==> config.mk <==
export PLATFORM = sky130hd
export DESIGN_NAME = julia_escape_time_unit
export DESIGN_NICKNAME = d
export VERILOG_FILES = /design/src/rtl/jet_pkg.sv /design/src/rtl/julia_escape_time_unit.sv
export VERILOG_INCLUDE_DIRS = /design/src /design/src/rtl
export SDC_FILE = /design/constraint.sdc
export NUM_CORES = 2
export LEC_CHECK = 0
export BUFFER_PORTS_ARGS = -buffer_cell sky130_fd_sc_hd__buf_4
export CORE_MARGIN = 3
export CORE_UTILIZATION = 64
export DETAILED_ROUTE_END_ITERATION = 7
export PLACE_DENSITY = 0.8
export SLEW_MARGIN = 5
export SYNTH_ARGS = -nofsm -noshare
export SYNTH_HDL_FRONTEND = slang
export SYNTH_SLANG_ARGS = --single-unit
==> constraint.sdc <==
create_clock -name clock -period 17 [get_ports clock]
set_input_delay 2.55 -clock clock [delete_from_list [all_inputs] [get_ports clock]]
set_output_delay 2.55 -clock clock [all_outputs]
set_load 0.02 [all_outputs]
==> src/rtl/julia_escape_time_unit_macros.svh <==
// Assertion macros for the Julia escape-time unit.
// Included by the RTL files that carry concurrent assertions; no dependencies.
`ifndef JULIA_ESCAPE_TIME_UNIT_MACROS_SVH
`define JULIA_ESCAPE_TIME_UNIT_MACROS_SVH

`ifndef SYNTHESIS
`define JET_ASSERT_IMP(label, clk, rst, ante, cons) \
   label: assert property (@(posedge clk) disable iff (rst) (ante) |-> (cons)) \
      else $error("jet assertion failed");
`define JET_ASSERT_NEXT(label, clk, rst, ante, cons) \
   label: assert property (@(posedge clk) disable iff (rst) (ante) |=> (cons)) \
      else $error("jet assertion failed");
`else
`define JET_ASSERT_IMP(label, clk, rst, ante, cons)
`define JET_ASSERT_NEXT(label, clk, rst, ante, cons)
`endif

`endif

==> src/rtl/jet_pkg.sv <==
// Package for the Julia escape-time unit: widths, window constants, register
// codes, sequencer states and fixed-point helpers. No dependencies.
`timescale 1ns / 1ps

package jet_pkg;

   localparam int FRAC_BITS  = 28;
   localparam int VAL_W      = FRAC_BITS + 4;
   localparam int MAG_W      = VAL_W - 1;
   localparam int PROD_W     = 2 * VAL_W;
   localparam int EXT_W      = VAL_W + 2;
   localparam int DIV_W      = MAG_W;
   localparam int DIV_CNT_W  = $clog2(DIV_W);
   localparam int PIX_W      = 12;
   localparam int CFG_C_W    = 30;
   localparam int LIMIT_W    = 16;
   localparam int SIZE_W     = 13;
   localparam int REM_W      = SIZE_W + 1;
   localparam int CSR_ADDR_W = 5;
   localparam int CSR_DATA_W = 32;

   localparam logic [PROD_W-1:0] ONE       = PROD_W'(1) << FRAC_BITS;
   localparam logic [PROD_W-1:0] HALF_X    = 9 * (ONE / 5) + (9 * (ONE % 5) + 2) / 5;
   localparam logic [PROD_W-1:0] HALF_Y    = 3 * (ONE >> 1);
   localparam logic [PROD_W-1:0] SPAN_X    = HALF_X << 1;
   localparam logic [PROD_W-1:0] SPAN_Y    = HALF_Y << 1;
   localparam logic [PROD_W-1:0] MAX_MAG   = (PROD_W'(1) << MAG_W) - PROD_W'(1);
   localparam logic [PROD_W-1:0] ROOM_X    = MAX_MAG + HALF_X;
   localparam logic [PROD_W-1:0] ROOM_Y    = MAX_MAG + HALF_Y;
   localparam logic [PROD_W-1:0] ESC_BOUND = ONE << 2;

   localparam logic signed [CFG_C_W-1:0] C_REAL_RESET = -30'sd29527900;
   localparam logic signed [CFG_C_W-1:0] C_IMAG_RESET = 30'sd176013130;
   localparam logic [LIMIT_W-1:0]        LIMIT_RESET  = 16'd256;
   localparam logic [SIZE_W-1:0]         WIDTH_RESET  = 13'd1024;
   localparam logic [SIZE_W-1:0]         HEIGHT_RESET = 13'd768;

   typedef enum logic [2:0] {
      REG_C_REAL,
      REG_C_IMAG,
      REG_ITER_LIMIT,
      REG_IMAGE_WIDTH,
      REG_IMAGE_HEIGHT
   } csr_reg_type;

   typedef enum logic [3:0] {
      ST_IDLE,
      ST_DIV,
      ST_MAP_X,
      ST_MAP_Y,
      ST_SQ_X,
      ST_SQ_Y,
      ST_ESCAPE,
      ST_CROSS,
      ST_UPDATE,
      ST_DONE
   } jet_state_type;

   // clamp a shifted product magnitude to the largest Q3 value
   function automatic logic [MAG_W-1:0] clamp_mag(input logic [PROD_W-1:0] v);
      logic [MAG_W-1:0] r;
      if (v > MAX_MAG) begin
         r = MAX_MAG[MAG_W-1:0];
      end else begin
         r = v[MAG_W-1:0];
      end
      return r;
   endfunction

   // saturate a widened sum to the Q3 range
   function automatic logic [VAL_W-1:0] sat_val(input logic signed [EXT_W-1:0] v);
      logic signed [EXT_W-1:0] hi;
      logic signed [EXT_W-1:0] lo;
      logic [VAL_W-1:0]        r;
      hi = $signed(EXT_W'(MAX_MAG));
      lo = ~hi;
      if (v > hi) begin
         r = hi[VAL_W-1:0];
      end else if (v < lo) begin
         r = lo[VAL_W-1:0];
      end else begin
         r = v[VAL_W-1:0];
      end
      return r;
   endfunction

endpackage

==> src/rtl/julia_escape_time_unit.sv <==
// Julia escape-time unit: maps a pixel into the complex window and iterates
// z = z^2 + c on one shared 32x32 multiplier. Depends on jet_pkg and the macros header.
//
//  channel | ports                              | beat
//  --------+------------------------------------+-------------------------------
//  req     | req_valid/req_ready                | pixel_x, pixel_y
//  rsp     | rsp_valid/rsp_ready                | iteration_count
//  csr     | csr_psel/penable/pwrite/paddr/...  | one 32-bit register write/read
//
// From accept to result beat an item runs restoring division for the pixel steps, the
// x and y mapping passes, then per iteration three multiplier passes (cross product,
// two squares), the update and the escape test, until it escapes or reaches the limit.
// One item at a time; req_ready is high in idle even while a result waits, and a
// finished item holds in done until the waiting result beat is taken.
// Reset is synchronous and returns the CSRs and control registers to their reset values.
`timescale 1ns / 1ps
`include "julia_escape_time_unit_macros.svh"

module julia_escape_time_unit
   import jet_pkg::*;
(
   input  logic                  clock,
   input  logic                  reset,
   input  logic                  req_valid,
   output logic                  req_ready,
   input  logic [PIX_W-1:0]      req_pixel_x,
   input  logic [PIX_W-1:0]      req_pixel_y,
   output logic                  rsp_valid,
   input  logic                  rsp_ready,
   output logic [LIMIT_W-1:0]    rsp_iteration_count,
   input  logic                  csr_psel,
   input  logic                  csr_penable,
   input  logic                  csr_pwrite,
   input  logic [CSR_ADDR_W-1:0] csr_paddr,
   input  logic [CSR_DATA_W-1:0] csr_pwdata,
   output logic [CSR_DATA_W-1:0] csr_prdata,
   output logic                  csr_pready
);

   logic signed [CFG_C_W-1:0] c_real_ff, c_imag_ff;
   logic [LIMIT_W-1:0]        limit_ff;
   logic [SIZE_W-1:0]         width_ff, height_ff;
   logic                      csr_write;
   csr_reg_type               csr_sel;

   jet_state_type             state_ff, state_in;
   logic [PIX_W-1:0]          px_ff, px_in, py_ff, py_in;
   logic [DIV_W-1:0]          quo_x_ff, quo_x_in, quo_y_ff, quo_y_in;
   logic [REM_W-1:0]          rem_x_ff, rem_x_in, rem_y_ff, rem_y_in;
   logic [DIV_CNT_W-1:0]      div_cnt_ff, div_cnt_in;
   logic [VAL_W-1:0]          zx_ff, zx_in, zy_ff, zy_in;
   logic [MAG_W-1:0]          sx_ff, sx_in, sy_ff, sy_in;
   logic [PROD_W-1:0]         prod_ff, prod_in;
   logic [LIMIT_W-1:0]        count_ff, count_in;
   logic                      first_ff, first_in;
   logic                      rsp_valid_ff, rsp_valid_in;
   logic [LIMIT_W-1:0]        rsp_count_ff, rsp_count_in;

   logic [VAL_W-1:0]          mag_x, mag_y, mul_a, mul_b, map_x, map_y, esc_sum;
   logic [REM_W-1:0]          div_x_d, div_y_d, rem_x_sh, rem_y_sh;
   logic                      ge_x, ge_y, cross_neg, escaped, rsp_load;
   logic [MAG_W-1:0]          sq_mag, cross_mag;
   logic signed [EXT_W-1:0]   cx_ext, cy_ext, cross_ext, ux_sum, uy_sum;

   // configuration port
   assign csr_pready = 1'b1;
   assign csr_write  = csr_psel & csr_penable & csr_pwrite;
   assign csr_sel    = csr_reg_type'(csr_paddr[CSR_ADDR_W-1:2]);

   always_ff @(posedge clock) begin
      if (reset) begin
         c_real_ff <= C_REAL_RESET;
         c_imag_ff <= C_IMAG_RESET;
         limit_ff  <= LIMIT_RESET;
         width_ff  <= WIDTH_RESET;
         height_ff <= HEIGHT_RESET;
      end else if (csr_write) begin
         unique case (csr_sel)
            REG_C_REAL:       c_real_ff <= csr_pwdata[CFG_C_W-1:0];
            REG_C_IMAG:       c_imag_ff <= csr_pwdata[CFG_C_W-1:0];
            REG_ITER_LIMIT:   limit_ff  <= csr_pwdata[LIMIT_W-1:0];
            REG_IMAGE_WIDTH:  width_ff  <= csr_pwdata[SIZE_W-1:0];
            REG_IMAGE_HEIGHT: height_ff <= csr_pwdata[SIZE_W-1:0];
            default: ;
         endcase
      end
   end

   always_comb begin
      unique case (csr_sel)
         REG_C_REAL:       csr_prdata = CSR_DATA_W'($unsigned(c_real_ff));
         REG_C_IMAG:       csr_prdata = CSR_DATA_W'($unsigned(c_imag_ff));
         REG_ITER_LIMIT:   csr_prdata = CSR_DATA_W'(limit_ff);
         REG_IMAGE_WIDTH:  csr_prdata = CSR_DATA_W'(width_ff);
         REG_IMAGE_HEIGHT: csr_prdata = CSR_DATA_W'(height_ff);
         default:          csr_prdata = '0;
      endcase
   end

   // datapath around the shared multiplier
   assign mag_x = zx_ff[VAL_W-1] ? (~zx_ff + VAL_W'(1)) : zx_ff;
   assign mag_y = zy_ff[VAL_W-1] ? (~zy_ff + VAL_W'(1)) : zy_ff;
   assign prod_in = PROD_W'(mul_a) * PROD_W'(mul_b);

   assign div_x_d  = (width_ff == '0) ? REM_W'(1) : REM_W'(width_ff);
   assign div_y_d  = (height_ff == '0) ? REM_W'(1) : REM_W'(height_ff);
   assign rem_x_sh = {rem_x_ff[REM_W-2:0], quo_x_ff[DIV_W-1]};
   assign rem_y_sh = {rem_y_ff[REM_W-2:0], quo_y_ff[DIV_W-1]};
   assign ge_x     = rem_x_sh >= div_x_d;
   assign ge_y     = rem_y_sh >= div_y_d;

   assign map_x = (prod_ff > ROOM_X) ? MAX_MAG[VAL_W-1:0]
                                     : (prod_ff[VAL_W-1:0] - HALF_X[VAL_W-1:0]);
   assign map_y = (prod_ff > ROOM_Y) ? MAX_MAG[VAL_W-1:0]
                                     : (prod_ff[VAL_W-1:0] - HALF_Y[VAL_W-1:0]);

   assign sq_mag    = clamp_mag(prod_ff >> FRAC_BITS);
   assign cross_mag = clamp_mag(prod_ff >> (FRAC_BITS - 1));
   assign cross_neg = zx_ff[VAL_W-1] ^ zy_ff[VAL_W-1];
   assign cross_ext = $signed({3'b000, cross_mag});
   assign cx_ext    = EXT_W'(c_real_ff);
   assign cy_ext    = EXT_W'(c_imag_ff);
   assign ux_sum    = $signed({3'b000, sx_ff}) - $signed({3'b000, sy_ff}) + cx_ext;
   assign uy_sum    = (cross_neg ? -cross_ext : cross_ext) + cy_ext;
   assign esc_sum   = {1'b0, sx_ff} + {1'b0, sq_mag};
   assign escaped   = esc_sum > ESC_BOUND[VAL_W-1:0];

   assign rsp_load  = (state_ff == ST_DONE) & (~rsp_valid_ff | rsp_ready);

   assign req_ready           = (state_ff == ST_IDLE);
   assign rsp_valid           = rsp_valid_ff;
   assign rsp_iteration_count = rsp_count_ff;

   always_ff @(posedge clock) begin
      if (reset) begin
         state_ff     <= ST_IDLE;
         rsp_valid_ff <= 1'b0;
         count_ff     <= '0;
         first_ff     <= 1'b0;
         div_cnt_ff   <= '0;
      end else begin
         state_ff     <= state_in;
         rsp_valid_ff <= rsp_valid_in;
         count_ff     <= count_in;
         first_ff     <= first_in;
         div_cnt_ff   <= div_cnt_in;
      end
   end

   always_ff @(posedge clock) begin
      px_ff        <= px_in;
      py_ff        <= py_in;
      quo_x_ff     <= quo_x_in;
      quo_y_ff     <= quo_y_in;
      rem_x_ff     <= rem_x_in;
      rem_y_ff     <= rem_y_in;
      zx_ff        <= zx_in;
      zy_ff        <= zy_in;
      sx_ff        <= sx_in;
      sy_ff        <= sy_in;
      prod_ff      <= prod_in;
      rsp_count_ff <= rsp_count_in;
   end

   always_comb begin
      state_in     = state_ff;
      px_in        = px_ff;
      py_in        = py_ff;
      quo_x_in     = quo_x_ff;
      quo_y_in     = quo_y_ff;
      rem_x_in     = rem_x_ff;
      rem_y_in     = rem_y_ff;
      div_cnt_in   = div_cnt_ff;
      zx_in        = zx_ff;
      zy_in        = zy_ff;
      sx_in        = sx_ff;
      sy_in        = sy_ff;
      count_in     = count_ff;
      first_in     = first_ff;
      rsp_valid_in = rsp_valid_ff & ~rsp_ready;
      rsp_count_in = rsp_count_ff;
      mul_a        = mag_x;
      mul_b        = mag_y;

      unique case (state_ff)
         ST_IDLE: begin
            if (req_valid) begin
               px_in      = req_pixel_x;
               py_in      = req_pixel_y;
               quo_x_in   = SPAN_X[DIV_W-1:0];
               quo_y_in   = SPAN_Y[DIV_W-1:0];
               rem_x_in   = '0;
               rem_y_in   = '0;
               div_cnt_in = DIV_CNT_W'(DIV_W - 1);
               count_in   = '0;
               first_in   = 1'b1;
               state_in   = ST_DIV;
            end
         end
         ST_DIV: begin
            rem_x_in   = ge_x ? (rem_x_sh - div_x_d) : rem_x_sh;
            rem_y_in   = ge_y ? (rem_y_sh - div_y_d) : rem_y_sh;
            quo_x_in   = {quo_x_ff[DIV_W-2:0], ge_x};
            quo_y_in   = {quo_y_ff[DIV_W-2:0], ge_y};
            div_cnt_in = div_cnt_ff - DIV_CNT_W'(1);
            if (div_cnt_ff == '0) begin
               state_in = ST_MAP_X;
            end
         end
         ST_MAP_X: begin
            mul_a    = VAL_W'(px_ff);
            mul_b    = VAL_W'(quo_x_ff);
            state_in = ST_MAP_Y;
         end
         ST_MAP_Y: begin
            zx_in    = map_x;
            mul_a    = VAL_W'(py_ff);
            mul_b    = VAL_W'(quo_y_ff);
            state_in = ST_SQ_X;
         end
         ST_SQ_X: begin
            if (first_ff) begin
               zy_in = map_y;
            end
            mul_a    = mag_x;
            mul_b    = mag_x;
            state_in = ST_SQ_Y;
         end
         ST_SQ_Y: begin
            sx_in    = sq_mag;
            mul_a    = mag_y;
            mul_b    = mag_y;
            state_in = ST_ESCAPE;
         end
         ST_ESCAPE: begin
            sy_in = sq_mag;
            priority if (first_ff) begin
               first_in = 1'b0;
               state_in = ST_CROSS;
            end else if (escaped) begin
               state_in = ST_DONE;
            end else begin
               count_in = count_ff + LIMIT_W'(1);
               state_in = ST_CROSS;
            end
         end
         ST_CROSS: begin
            if (count_ff >= limit_ff) begin
               state_in = ST_DONE;
            end else begin
               state_in = ST_UPDATE;
            end
         end
         ST_UPDATE: begin
            zx_in    = sat_val(ux_sum);
            zy_in    = sat_val(uy_sum);
            state_in = ST_SQ_X;
         end
         ST_DONE: begin
            if (rsp_load) begin
               rsp_valid_in = 1'b1;
               rsp_count_in = count_ff;
               state_in     = ST_IDLE;
            end
         end
         default: begin
            state_in = ST_IDLE;
         end
      endcase
   end

   `JET_ASSERT_NEXT(a_accept_starts_div, clock, reset, req_valid && req_ready, state_ff == ST_DIV)
   `JET_ASSERT_IMP(a_count_within_limit, clock, reset, state_ff != ST_IDLE, count_ff <= limit_ff)
   `JET_ASSERT_NEXT(a_done_emits, clock, reset, rsp_load, rsp_valid_ff && state_ff == ST_IDLE)

endmodule
# Word level (Yosys, flattened, before mapping)
# Index checks and enable logic that the tools add are counted.
[word_totals]
word_cells = 144
ramBits = 0
memories = 0
latchBits = 0
romBits = 0
ff_bits = 447
[op_classes]
n_bitwise = 10
n_mux = 45
n_eq_ne = 19
n_lt_le_gt_ge = 12
mul = 1
div = 0
add_sub_neg = 13
shifts = 0
reduce_logical = 22
[ops]
columns = ["operator", "count"]
rows = [
  ["$mux 32", 9],
  ["$pmux 32 s3", 2],
  ["$pmux 30 s5", 1],
  ["$gt 64x32->1 const B", 2],
  ["$pmux 32 s2", 2],
  ["$mux 31", 4],
  ["$pmux 31 s2", 2],
  ["$mux 13", 5],
  ["$add 32x1->32 const B", 2],
  ["$mul 32x32->64", 1],
  ["$not 32->32", 2],
  ["$sub 32x29->32 const B", 2],
  ["$pmux 13 s2", 2],
  ["$mux 16", 3],
  ["$gt 37x31->1 const B", 1],
  ["$gt 36x31->1 const B", 1],
  ["$pmux 4 s9", 1],
  ["$add 34x30->34", 1],
  ["$gt 34x32->1 const B", 1],
  ["$lt 34x32->1 const B", 1],
  ["$mux 34", 1],
  ["$neg 31->34", 1],
  ["$add 32x30->33", 1],
  ["$gt 33x32->1 const B", 1],
  ["36 further kinds", 73],
]

# Longest topological paths before layout
[depth]
depth_word = 9
depth_mapped = 40

# Worst setup path before layout
# No wires, ideal clock.
[synth_timing]
path_type = "register -> register"
from = "reg state_ff[1]"
to = "reg prod_ff[57]"
period_less_slack_ns = 10.158
required_ns = 16.881
arrival_ns = 10.039
path_buffers = 4
slack_ns = 6.842
stages_incl_launch_ff = 37
cell_sequence = "dfxtp_1 -> clkbuf_1 -> nor2b_1 -> clkbuf_1 -> nand2_1 -> clkinv_1 -> nor2_1 -> a21o_1 -> clkbuf_1 -> clkbuf_1 -> nand2_1 -> fa_1 -> inv_1 -> fa_1 -> inv_1 -> fa_1 -> fa_1 -> inv_1 -> fa_1 -> inv_1 -> fa_1 -> inv_1 -> fa_1 -> inv_1 -> fa_1 -> inv_1 -> ha_1 -> nand3_1 -> nor2_1 -> nand2_1 -> or4b_2 -> a31oi_1 -> o21ai_0 -> o311a_1 -> o2111a_1 -> o41a_1 -> xnor2_1"
[synth_via]
elab_chain_cells = 3
word_cells_on_any_way = 7
[synth_lines]
columns = ["item", "line", "text"]
rows = [
  ["start, declared", "julia_escape_time_unit.sv:46", "jet_state_type state_ff, state_in;"],
  ["start signal, assigned", "julia_escape_time_unit.sv:142", "state_ff <= state_in;"],
  ["$eq 4x3->1 or $eq 4x2->1 (tied branches)", "julia_escape_time_unit.sv:185", "unique case (state_ff)"],
  ["$pmux 32 s3", "julia_escape_time_unit.sv:185", ""],
  ["$mul 32x32->64 *", "julia_escape_time_unit.sv:103", "assign prod_in = PROD_W'(mul_a) * PROD_W'(mul_b);"],
  ["net prod_in[57]", "julia_escape_time_unit.sv:53", "logic [PROD_W-1:0] prod_ff, prod_in;"],
  ["end signal, assigned", "julia_escape_time_unit.sv:161", "prod_ff <= prod_in;"],
  ["end, declared", "julia_escape_time_unit.sv:53", ""],
]
# Mark *: on every way through the listed nets, which the timed path passes. The rest lies on a longest branch.
# A chain may end at the register's enable or synchronous reset.

# Final worst setup path
[layout_timing]
from = "reg zy_ff[6]"
to = "reg prod_ff[61]"
[layout_via]
elab_chain_cells = 5
word_cells_on_any_way = 6
[layout_lines]
columns = ["item", "line", "text"]
rows = [
  ["start, declared", "julia_escape_time_unit.sv:51", "logic [VAL_W-1:0] zx_ff, zx_in, zy_ff, zy_in;"],
  ["start signal, assigned", "julia_escape_time_unit.sv:158", "zy_ff <= zy_in;"],
  ["$not 32->32", "julia_escape_time_unit.sv:102", "assign mag_y = zy_ff[VAL_W-1] ? (~zy_ff + VAL_W'(1)) : zy_ff;"],
  ["$add 32x1->32", "julia_escape_time_unit.sv:102", ""],
  ["$mux 32 *", "julia_escape_time_unit.sv:102", ""],
  ["$pmux 32 s3", "julia_escape_time_unit.sv:185", ""],
  ["$mul 32x32->64 *", "julia_escape_time_unit.sv:103", ""],
  ["net prod_in[61]", "julia_escape_time_unit.sv:53", ""],
]
# Marked as above.

==> metrics.md <==
| Metric | Value |
|---|---|
| Status | `finished, final reports clean` |
| Final hold viol count | `0` |
| Port Buf Inserts | `111` |
| CTS resizes | `0` |
| Worst reg2reg startpoint | `zy_ff[6]` |
| Starting Density | `64.7%` |
| Worst skew pair latency | `620 ps` |
| Syn avg cell area | `approximately 8.7 um^2` |
| Yosys reg bits | `around 450` |
| CP endpoint kind | `flip-flop` |
| Gp weighted congestion | `1.01` |
| Most common cell after layout, fill and taps aside | `inv_1` |
| Drt wl/cell | `23.4 um` |
| CTS Sinks | `447` |
| Met3 Usage GRT | `10.7%` |
| Reg2reg path depth | `32` |
| Max Clock Skew | `around 51 ps` |
| End of the worst hold path | `height_ff[0]` |
| Internal reg-to-reg setup slack | `around 5000 ps` |
| Crit path launch type | `flip-flop` |
| Worst r2r dst | `prod_ff[61]` |
| I/O pins | `119` |
| Synth async-reset ratio | `0%` |
| Largest net degree at the start of global routing | `90` |
| Most Used Layer, Global Route | `met2` |
| Via density per instance | `6.29` |
| Endpoints failing setup | `0` |
| All-Layer GR Usage | `39.4%` |
| # hold bufs at CTS | `0` |
| Synth Flop Type | `edfxtp_1` |
| Nets@finish | `~8400` |
| Hpwl dp | `between 100000 and 150000 um` |
| Commonest cells after routing, fill and taps aside | `inv_1, nand2_1, fa_1, nor2_1, ha_1` |
| Max FO, Critical Path | `12` |
| HP Class | `flip-flop to flip-flop` |
| Slew margin rel. | `5.38%` |
| Synth Cell Area | `roughly 0.06 mm^2` |
| Core area | `0.0953 mm^2` |
| Gr ovfl total | `0` |
| Worst EP required | `17460 ps` |
| Critical path's most frequent cell | `fa_1` |
| Total setup buffers inserted after CTS | `0` |
| Startpoint of the worst hold path | `height_ff[0]` |
| Post-DRT Antenna Nets | `0` |
| Slowest cell on crit path | `o21ai_1` |
| Hold Path Depth | `2` |
| First drt pass iteration count | `7` |
| Synth Instances | `7055` |
| Met1 Usage GRT | `51.5%` |
| Synth warnings | `0` |
| Worst-path clk slew | `70 ps` |
| Post-synth cell types | `94` |
| Die ar. | `0.100 mm^2` |
| H-tree Lvls | `2` |
| Vias | `52012` |
| CTS buffer count | `46` |
| Final routed DRC violation total | `0` |
| CP Data Arrival Time | `roughly 12000 ps` |
| Max-cap violations | `0` |
| Crit path kind | `flip-flop to flip-flop` |
| Total wire length | `194000 um` |
| Starting DRT DRC Count | `5881` |
| Setup_tns | `0 ps` |
| Sequential share of the synthesized area | `18.6%` |
| EDFF count, synth | `254` |
| Grt met2 use | `about three fifths` |
| Fraction of layout cells with a size suffix above 1 | `6.81%` |
| Width of the die | `316 um` |
| Number of global-route vias before repair | `52543` |
| Final Max Slew Viols | `0` |
| Root Driver | `clkbuf_16` |
| Clock Path Buffers | `3` |
| Post-layout minimum cycle time | `12010 ps` |
| # rows | `113` |
| Max Freq | `0.0833 GHz` |
| Slew @ Worst Pin | `1410 ps` |
| Initial antenna violation count | `6` |
| P&R area growth vs syn | `5.87%` |
| CTS tree | `built` |
| CP max stage delay | `1110 ps` |
| Die H | `316 um` |
| RSZ-0062 raised after global routing | `false` |
| First-pass GRT wire length | `303000 um` |
| Final Cycle Share | `70.7%` |
## registers in the layout (all words and copies together) (netlist names), 30 cells and up
signal     count
quo_y_ff      31
zx_ff         32
prod_ff       64
zy_ff         32
sx_ff         31
sy_ff         31
c_imag_ff     30
c_real_ff     30
quo_x_ff      31
## cell usage after synthesis (15+ instances only)
cell type / count / area share [%]
a221o_1: 15 / 0.24
mux2i_1: 74 / 1.2
nand2_1: 1031 / 6.3
o211ai_1: 26 / 0.32
or2_2: 34 / 0.34
ha_1: 440 / 8.9
mux2_2: 21 / 0.38
a21oi_1: 296 / 2.4
and2_1: 53 / 0.54
and3_1: 74 / 0.75
a21o_1: 108 / 1.3
a211oi_1: 22 / 0.27
nand3_1: 101 / 0.82
buf_2: 21 / 0.17
o21ai_0: 192 / 1.6
o21bai_1: 35 / 0.43
nor2_1: 629 / 3.8
o21a_1: 42 / 0.51
nand2b_1: 51 / 0.52
xnor2_1: 151 / 2.1
dfxtp_1: 193 / 6.3
or4_1: 15 / 0.18
nor4_1: 26 / 0.26
o221ai_1: 34 / 0.48
fa_1: 902 / 29
a22oi_1: 24 / 0.29
a31oi_1: 28 / 0.28
nand4_1: 41 / 0.42
o221a_2: 56 / 1.0
buf_1: 20 / 0.12
xor2_1: 108 / 1.5
o31ai_1: 26 / 0.32
nor2b_1: 47 / 0.48
or3_1: 66 / 0.67
inv_1: 1153 / 7.0
edfxtp_1: 254 / 12
nor3_1: 71 / 0.58
clkbuf_1: 311 / 1.9
o311ai_0: 21 / 0.30
o41ai_1: 18 / 0.26
o22ai_1: 22 / 0.22
## worst max-delay path by stage
stage | start | to | slack (ps) | depth (start not counted)
2_1_floorplan | state_ff[1] | prod_ff[57] | 6840 | 36
4_1_cts | zy_ff[6] | prod_ff[61] | 5350 | 32
5_1_grt | zy_ff[6] | prod_ff[62] | 4640 | 34
6_report | zy_ff[6] | prod_ff[61] | 4990 | 32
3_3_place_gp | zy_ff[6] | prod_ff[61] | 5510 | 32
3_5_place_dp | zy_ff[6] | prod_ff[61] | 5430 | 32
## layout make-up
type | count | area [um^2]
clock buffer | 69 | 1320
fill | 7506 | 30000
inverter | 1156 | 4340
multi-input combinational | 5093 | 44800
sequential | 447 | 11500
clock inverter | 17 | 170
timing repair buffer | 219 | 1640
tap | 1265 | 1580
antenna | 6 | 15.0
## metrics by stage
stage	cells	setup WS, ps	hold WS (ps)	instance area [um^2]	utilization [%]
6_report	8272	4990	479	65300	68.5
3_5_place_dp	8180	5430	466	63800	67.0
3_3_place_gp	8180	5510	459	63800	67.0
2_1_floorplan	7056	6840	449	61700	-
5_1_grt	8266	4640	510	65300	68.5
4_1_cts	8266	5350	475	65300	68.5
## metal layers
| layer | routed length, um | share of wire, % |
|---|---|---|
| met3 | 24000 | 12 |
| met2 | 86300 | 45 |
| met1 | 71400 | 37 |
| met5 | 42 | 0.022 |
| met4 | 12100 | 6.2 |
## worst max-delay path: cells and delay by family, from the launching register on
kind                     cells  cell delay, ps
XOR/XNOR                     2             360
flip-flops                   1             440
buffers and inverters        6             690
adder cells (fa/ha/maj)      9            4600
AND/OR/NAND/NOR              8            2540
AO/OA/AOI/OAI                7            3180
## logic make-up (layout without fill, tap and decap cells)
group,count (synthesis),in the layout,share of synthesized area (%)
AOI/OAI and AO/OA,1115,1115,12.3
xor gates and xnor gates,259,259,3.68
adders and majority gates,1343,1343,38.2
buffers and inverters,1516,1461,9.33
DFF,447,447,18.6
muxes,95,95,1.58
other,2,9,0.0122
and+or+nand+nor,2278,2278,16.2
Power is left out: the tool's default activity adds up to more than one toggle a clock period on the data nets, which glitch-free logic cannot reach.
